`config.mk`:
```
export PLATFORM = sky130hd
export DESIGN_NAME = http_chunked_body_decoder
export DESIGN_NICKNAME = d
export VERILOG_FILES = /design/src/rtl/chd_pkg.sv /design/src/rtl/chd_step.sv /design/src/rtl/chd_obuf.sv /design/src/rtl/http_chunked_body_decoder.sv
export SDC_FILE = /design/constraint.sdc
export NUM_CORES = 1
export LEC_CHECK = 0
export BUFFER_PORTS_ARGS = -buffer_cell sky130_fd_sc_hd__buf_2
export CAP_MARGIN = 0
export CORE_MARGIN = 2
export CORE_UTILIZATION = 35
export DETAILED_ROUTE_END_ITERATION = 8
export SKIP_CTS_REPAIR_TIMING = 1
export SYNTH_ARGS = -nofsm -noshare
export SYNTH_HDL_FRONTEND = slang
export SYNTH_HIERARCHICAL = 1
export SYNTH_SLANG_ARGS = --single-unit
```
`constraint.sdc`:
```
create_clock -name clk -period 5.4 [get_ports clk]
set_input_delay 0.54 -clock clk [delete_from_list [all_inputs] [get_ports clk]]
set_output_delay 0.54 -clock clk [all_outputs]
set_load 0.05 [all_outputs]
```
`src/rtl/chd_pkg.sv`:
```
package chd_pkg;

  // Width of a chunk size; a size line holds at most SIZE_BITS/4 hex digits.
  localparam int SIZE_BITS  = 32;
  localparam int MAX_DIGITS = SIZE_BITS / 4;
  localparam int DIGIT_W    = $clog2(MAX_DIGITS + 1);

  localparam logic [7:0] CHAR_CR   = 8'h0D;
  localparam logic [7:0] CHAR_LF   = 8'h0A;
  localparam logic [7:0] CHAR_SEMI = 8'h3B;
  localparam logic [7:0] CHAR_0    = 8'h30;
  localparam logic [7:0] CHAR_9    = 8'h39;
  localparam logic [7:0] CHAR_UA   = 8'h41;
  localparam logic [7:0] CHAR_UF   = 8'h46;
  localparam logic [7:0] CHAR_LA   = 8'h61;
  localparam logic [7:0] CHAR_LFH  = 8'h66;

  typedef enum logic [2:0] {
    PH_SIZE = 3'd0,
    PH_EXT  = 3'd1,
    PH_DATA = 3'd2,
    PH_CR   = 3'd3,
    PH_LF   = 3'd4,
    PH_DONE = 3'd5,
    PH_ERR  = 3'd6
  } phase_t;

  typedef enum logic [2:0] {
    KIND_NONE = 3'd0,
    KIND_DATA = 3'd1,
    KIND_SIZE = 3'd2,
    KIND_DONE = 3'd3,
    KIND_ERR  = 3'd4
  } kind_t;

  typedef struct packed {
    logic [7:0] in_byte;
    logic       restart;
  } in_item_t;

  typedef struct packed {
    kind_t       kind;
    logic [7:0]  data_byte;
    logic [31:0] chunk_size;
  } out_item_t;

  typedef struct packed {
    phase_t                 phase;
    logic [SIZE_BITS-1:0]   remaining;
    logic [DIGIT_W-1:0]     digit_count;
    logic                   final_chunk;
  } dec_state_t;

endpackage

```
`src/rtl/chd_step.sv`:
```
module chd_step (
  input  chd_pkg::dec_state_t cur,
  input  chd_pkg::in_item_t   item,
  output chd_pkg::dec_state_t nxt,
  output chd_pkg::out_item_t  res
);

  chd_pkg::dec_state_t           st;
  logic [7:0]                    c;
  logic                          hex_ok;
  logic [3:0]                    hex_val;
  logic [chd_pkg::SIZE_BITS-1:0] rem_dec;

  // restart applies before the byte is handled
  always_comb begin
    if (item.restart) begin
      st.phase       = chd_pkg::PH_SIZE;
      st.remaining   = '0;
      st.digit_count = '0;
      st.final_chunk = 1'b0;
    end else begin
      st = cur;
    end
  end

  assign c       = item.in_byte;
  assign rem_dec = st.remaining - chd_pkg::SIZE_BITS'(1);

  always_comb begin
    hex_ok  = 1'b1;
    hex_val = '0;
    if (c >= chd_pkg::CHAR_0 && c <= chd_pkg::CHAR_9) begin
      hex_val = 4'(c - chd_pkg::CHAR_0);
    end else if (c >= chd_pkg::CHAR_UA && c <= chd_pkg::CHAR_UF) begin
      hex_val = 4'(c - chd_pkg::CHAR_UA + 8'd10);
    end else if (c >= chd_pkg::CHAR_LA && c <= chd_pkg::CHAR_LFH) begin
      hex_val = 4'(c - chd_pkg::CHAR_LA + 8'd10);
    end else begin
      hex_ok = 1'b0;
    end
  end

  // next state
  always_comb begin
    nxt = st;
    case (st.phase)
      chd_pkg::PH_SIZE, chd_pkg::PH_EXT: begin
        if (c == chd_pkg::CHAR_LF) begin
          nxt.digit_count = '0;
          if (st.remaining == '0) begin
            nxt.final_chunk = 1'b1;
            nxt.phase       = chd_pkg::PH_CR;
          end else begin
            nxt.phase = chd_pkg::PH_DATA;
          end
        end else if (st.phase == chd_pkg::PH_SIZE) begin
          if (c == chd_pkg::CHAR_SEMI) begin
            nxt.phase = chd_pkg::PH_EXT;
          end else if (hex_ok) begin
            if (st.digit_count >= chd_pkg::DIGIT_W'(chd_pkg::MAX_DIGITS)) begin
              nxt.phase = chd_pkg::PH_ERR;
            end else begin
              nxt.remaining   = {st.remaining[chd_pkg::SIZE_BITS-5:0], hex_val};
              nxt.digit_count = st.digit_count + chd_pkg::DIGIT_W'(1);
            end
          end
        end
      end
      chd_pkg::PH_DATA: begin
        nxt.remaining = rem_dec;
        if (rem_dec == '0) begin
          nxt.phase = chd_pkg::PH_CR;
        end
      end
      chd_pkg::PH_CR: begin
        nxt.phase = (c == chd_pkg::CHAR_CR) ? chd_pkg::PH_LF : chd_pkg::PH_ERR;
      end
      chd_pkg::PH_LF: begin
        if (c != chd_pkg::CHAR_LF) begin
          nxt.phase = chd_pkg::PH_ERR;
        end else if (st.final_chunk) begin
          nxt.phase = chd_pkg::PH_DONE;
        end else begin
          nxt.phase       = chd_pkg::PH_SIZE;
          nxt.remaining   = '0;
          nxt.digit_count = '0;
          nxt.final_chunk = 1'b0;
        end
      end
      chd_pkg::PH_DONE: begin
        nxt = st;
      end
      default: begin
        nxt.phase = chd_pkg::PH_ERR;
      end
    endcase
  end

  // result beat
  always_comb begin
    res.kind       = chd_pkg::KIND_NONE;
    res.data_byte  = '0;
    res.chunk_size = '0;
    case (st.phase)
      chd_pkg::PH_SIZE, chd_pkg::PH_EXT: begin
        if (c == chd_pkg::CHAR_LF) begin
          res.kind       = chd_pkg::KIND_SIZE;
          res.chunk_size = 32'(st.remaining);
        end else if (st.phase == chd_pkg::PH_SIZE && c != chd_pkg::CHAR_SEMI &&
                     hex_ok &&
                     st.digit_count >= chd_pkg::DIGIT_W'(chd_pkg::MAX_DIGITS)) begin
          res.kind = chd_pkg::KIND_ERR;
        end
      end
      chd_pkg::PH_DATA: begin
        res.kind      = chd_pkg::KIND_DATA;
        res.data_byte = c;
      end
      chd_pkg::PH_CR: begin
        if (c != chd_pkg::CHAR_CR) begin
          res.kind = chd_pkg::KIND_ERR;
        end
      end
      chd_pkg::PH_LF: begin
        if (c != chd_pkg::CHAR_LF) begin
          res.kind = chd_pkg::KIND_ERR;
        end else if (st.final_chunk) begin
          res.kind = chd_pkg::KIND_DONE;
        end
      end
      chd_pkg::PH_DONE: begin
        res.kind = chd_pkg::KIND_NONE;
      end
      default: begin
        res.kind = chd_pkg::KIND_ERR;
      end
    endcase
  end

endmodule

```
`src/rtl/chd_obuf.sv`:
```
module chd_obuf (
  input  logic               clk,
  input  logic               rst_n,
  input  logic               push,
  input  chd_pkg::out_item_t push_data,
  output logic               full,
  output logic               out_valid,
  input  logic               out_stall,
  output chd_pkg::out_item_t out_data
);

  logic               main_valid_r, main_valid_nxt;
  logic               skid_valid_r, skid_valid_nxt;
  chd_pkg::out_item_t main_r, main_nxt;
  chd_pkg::out_item_t skid_r, skid_nxt;
  logic               pop;

  assign pop = main_valid_r && !out_stall;

  always_comb begin
    main_valid_nxt = main_valid_r;
    skid_valid_nxt = skid_valid_r;
    main_nxt       = main_r;
    skid_nxt       = skid_r;
    if (push) begin
      // push only happens with the skid empty
      if (!main_valid_r || pop) begin
        main_nxt       = push_data;
        main_valid_nxt = 1'b1;
      end else begin
        skid_nxt       = push_data;
        skid_valid_nxt = 1'b1;
      end
    end else if (pop) begin
      if (skid_valid_r) begin
        main_nxt       = skid_r;
        skid_valid_nxt = 1'b0;
      end else begin
        main_valid_nxt = 1'b0;
      end
    end
  end

  always_ff @(posedge clk) begin
    if (!rst_n) begin
      main_valid_r <= 1'b0;
      skid_valid_r <= 1'b0;
    end else begin
      main_valid_r <= main_valid_nxt;
      skid_valid_r <= skid_valid_nxt;
    end
  end

  always_ff @(posedge clk) begin
    main_r <= main_nxt;
    skid_r <= skid_nxt;
  end

  assign full      = skid_valid_r;
  assign out_valid = main_valid_r;
  assign out_data  = main_r;

endmodule

```
`src/rtl/http_chunked_body_decoder.sv`:
```
// HTTP/1.1 chunked body decoder, one raw body byte per beat.
// Input channel (in_valid / in_stall / in_data): each beat carries one byte
// and a restart flag; restart clears the decoder before that byte is used.
// Output channel (out_valid / out_stall / out_data): exactly one result beat
// per input beat, in order: nothing, data byte, chunk size done, body
// complete, or format error (sticky until restart).
// The result of a byte is registered in the output register, or in the skid
// register when the output is held. One byte per cycle while in_stall is low,
// set by the single decode step between parser state and output registers.
// Reset (rst_n low, synchronous) returns the parser to the start of a size
// line and empties the output buffer.
// Receiver stall: the output register holds its beat; one further result is
// parked in a skid register, and in_stall rises (registered) only while that
// skid register is occupied, so in_stall never depends on out_stall
// combinationally.
module http_chunked_body_decoder (
  input  logic               clk,
  input  logic               rst_n,
  input  logic               in_valid,
  output logic               in_stall,
  input  chd_pkg::in_item_t  in_data,
  output logic               out_valid,
  input  logic               out_stall,
  output chd_pkg::out_item_t out_data
);

  chd_pkg::dec_state_t state_r;
  chd_pkg::dec_state_t state_nxt;
  chd_pkg::out_item_t  result;
  logic                accept;
  logic                buf_full;

  // a beat is taken whenever the skid slot is free
  assign in_stall = buf_full;
  assign accept   = in_valid && !buf_full;

  // decode step: parser state plus byte in, next state and result beat out
  chd_step u_step (
    .cur  (state_r),
    .item (in_data),
    .nxt  (state_nxt),
    .res  (result)
  );

  // parser state moves only on an accepted beat
  always_ff @(posedge clk) begin
    if (!rst_n) begin
      state_r.phase       <= chd_pkg::PH_SIZE;
      state_r.remaining   <= '0;
      state_r.digit_count <= '0;
      state_r.final_chunk <= 1'b0;
    end else if (accept) begin
      state_r <= state_nxt;
    end
  end

  // output register with skid slot
  chd_obuf u_obuf (
    .clk       (clk),
    .rst_n     (rst_n),
    .push      (accept),
    .push_data (result),
    .full      (buf_full),
    .out_valid (out_valid),
    .out_stall (out_stall),
    .out_data  (out_data)
  );

endmodule

```
==> key figures <==
Run status
  • Status: finished, final reports clean

Yosys
  • Yosys reg bits: 128
  • Ys Warns: 6
  • Syn_nets: 765
  • Largest area contributor in the netlist: edfxtp_1
  • Cells after Synth: 744
  • Most common cell in the synthesized netlist: nand2_1
  • Top cell type's share of synthesized area: 0.3396
  • Largest cells by area after synthesis: edfxtp_1, dfxtp_1, mux2i_1, nand2_1, mux2_4
  • Commonest cells in the netlist: nand2_1, edfxtp_1, mux2i_1, dfxtp_1, nor2_1
  • Syn avg cell area: 10.22 µm²
  • Synth cell types: 76
  • Seq/Total Area, Yosys: 0.4501
  • Synth Flop Type: edfxtp_1
  • Synth async-reset ratio: 0
  • EDFF count, synth: 86
  • Mapped cell area: 7605 µm²

CTS
  • Total CTS buffers: 17
  • Clock insertion delay at the later pin of the skew report: 0.42 ns
  • Worst-path clk slew: 0.06 ns
  • Root Buffer: clkbuf_16
  • H-tree levels: 4
  • Clock Tree Buf Depth: 2
  • Clk sinks: 128
  • TritonCTS clock tree: built

Min path
  • Worst min path class: in2reg
  • Hold wc startpoint: in_data[6]

Detailed routing
  • Drc violations: 0
  • Antenna Nets Post-Route: 0
  • Routed vias: 5,723
  • Initial DRC count: 496
  • Detailed Route WL: 17,640 µm
  • Via/cell ratio: 5.414
  • Drt first pass iters: 5
  • Avg WL per Cell: 16.68 µm

Run
  • Max Cap Viol: 0

Finish
  • Ant. Diodes: 0
  • NumNets Final: 792
  • Final std cells w/o fill: 1,057
  • Post-route cell area: 8486 µm²
  • Area Overhead vs Synth: 11.58%
  • FILL cells: 2,016
  • Share of cells above drive strength 1: 0.2020

Placement
  • HPWL after DPL: 11,500 µm
  • Post-placement cell count: 1,027
  • PortBufs: 57
  • Placed cell area: 7973 µm²
  • Final weighted congestion in routability-driven placement: 0.9251
  • Pre-CTS WS: 1.907 ns

Floorplanning
  • Initial Util: 0.3595
  • Die width: 151.4 µm
  • Io pins: 58
  • Core area: 21,150 µm²
  • Die Area: 22,920 µm²
  • Die H: 151.4 µm
  • FP Rows: 53

STA
  • Final setup margin: 2.123 ns
  • RSZ-0062 raised after global routing: false
  • Headroom to the max-slew limit: 0.3071
  • Fmax: 305.2 MHz
  • Hold Fails Final Rpt: 0
  • Worst clock skew: 0.008430 ns
  • Final Max Tran Viols: 0
  • Worst slew pin tran: 1.039 ns
  • Final period utilization: 0.6068
  • Final setup vio count: 0
  • Final setup TNS: 0 ns
  • Min Tclk post-route: 3.277 ns

Power
  • Total power: 0.002395 W
  • Lkg Pwr: 3.232 nW
  • Pwr per Cell Area: 282.2 nW/µm²
  • Max VDD drop: 163.1 µV

Worst setup path
  • WP data arrival: 3.62 ns
  • Worst r2r src: state_r[11]
  • Critical path endpoint: state_r[37]
  • CP Launch Type: flop
  • Reg2reg path depth: 9
  • WS Path Type: reg2reg
  • Crit path capture type: flop
  • CP required: 5.74 ns
  • CP Launch Point: state_r[11]
  • Critical R2R Capture: state_r[37]
  • Maximum net fanout on the critical path: 11
  • R2r setup slk: 2.12 ns

Global route
  • Tot GR Track Use: 0.1606
  • Vias in the first global route: 5,338
  • Wire length of the first global-routing pass: 28,610 µm
  • Largest net degree at the start of global routing: 84
  • Grt ovf: 0
  • Number of antenna violations at the first check in global routing: 0
registers in the layout, summed over array words and instances, names as in the netlist:
| signal | count |
|---|---|
| u_obuf/out_valid | 1 |
| u_obuf/skid_r | 43 |
| state_r | 40 |
| u_obuf/out_data | 43 |
| u_obuf/full | 1 |
power breakdown:
group | internal [W] | switching [W]
clock | 0.000620 | 0.000395
sequential | 0.00108 | 0.0000111
combinational | 0.0000828 | 0.000207
cell type report:
class	count	area (µm²)	share of cell area
clock buffer	22	444.2	0.05234
inverter	14	52.55	0.006193
multi-input combinational	543	3792	0.4469
tap	275	344.1	0.04055
timing repair buffer	67	360.3	0.04247
sequential	128	3423	0.4034
clock inverter	8	68.82	0.008110
through the flow:
stage            util  hold WS (ns)
2_1_floorplan       -        0.4302
3_3_place_gp   0.3769        0.4480
3_5_place_dp   0.3769        0.4548
4_1_cts        0.4011        0.4364
5_1_grt        0.4011        0.4831
6_report       0.4011        0.4537
placed cells by master (no fill, tap or decap), types with 7 or more instances in the layout:
| master | n |
|---|---|
| a21oi_1 | 20 |
| inv_1 | 14 |
| mux2_2 | 19 |
| edfxtp_1 | 86 |
| and2_1 | 31 |
| buf_4 | 10 |
| o22ai_1 | 14 |
| o21ai_0 | 37 |
| xor2_1 | 7 |
| ha_1 | 8 |
| nand2_1 | 110 |
| nand3_1 | 11 |
| nor3_1 | 18 |
| a22oi_1 | 24 |
| mux2i_1 | 43 |
| clkbuf_16 | 17 |
| dfxtp_1 | 42 |
| nor2_1 | 41 |
| xnor2_1 | 10 |
| buf_2 | 57 |
| mux2_4 | 27 |
critical path, stage by stage (launching register included):
cell and delay, ns:
dfxtp_1 0.46, nor3_2 0.66, nand4_2 0.36, or4_1 0.56, xor2_1 0.16, nand3_1 0.09, or4_1 0.55, o21ai_1 0.13
nand2_1 0.06, mux2i_1 0.17
metal layers:
metal,vias up,wire (µm),GRT usage
met4,0,300,0.06028
met1,2735,8309,0.2210
met5,-,0,0
met3,25,826,0.03584
li1,2796,-,-
met2,167,8198,0.2464
how the worst min path moves through the flow:
stage / slack, ns / to / cells after the start
after floorplan: 0.43 / state_r[1] / 2
after global placement: 0.45 / state_r[1] / 2
after detailed placement: 0.45 / state_r[1] / 2
after CTS: 0.44 / u_obuf/skid_r[37] / 2
after global routing: 0.48 / u_obuf/skid_r[37] / 2
final: 0.45 / u_obuf/skid_r[37] / 2
cells by family (layout without fill, tap and decap cells):
| family | count (synthesis) | after routing | synth area share |
|---|---|---|---|
| AOI/OAI and AO/OA | 154 | 154 | 0.1372 |
| adders and majority gates | 8 | 8 | 0.01316 |
| muxes | 89 | 89 | 0.1380 |
| xor gates and xnor gates | 17 | 17 | 0.01958 |
| DFF | 128 | 128 | 0.4501 |
| and+or+nand+nor | 275 | 275 | 0.1890 |
| buffers and inverters | 73 | 111 | 0.05281 |
No activity file was read; power rests on OpenSTA's default activity.
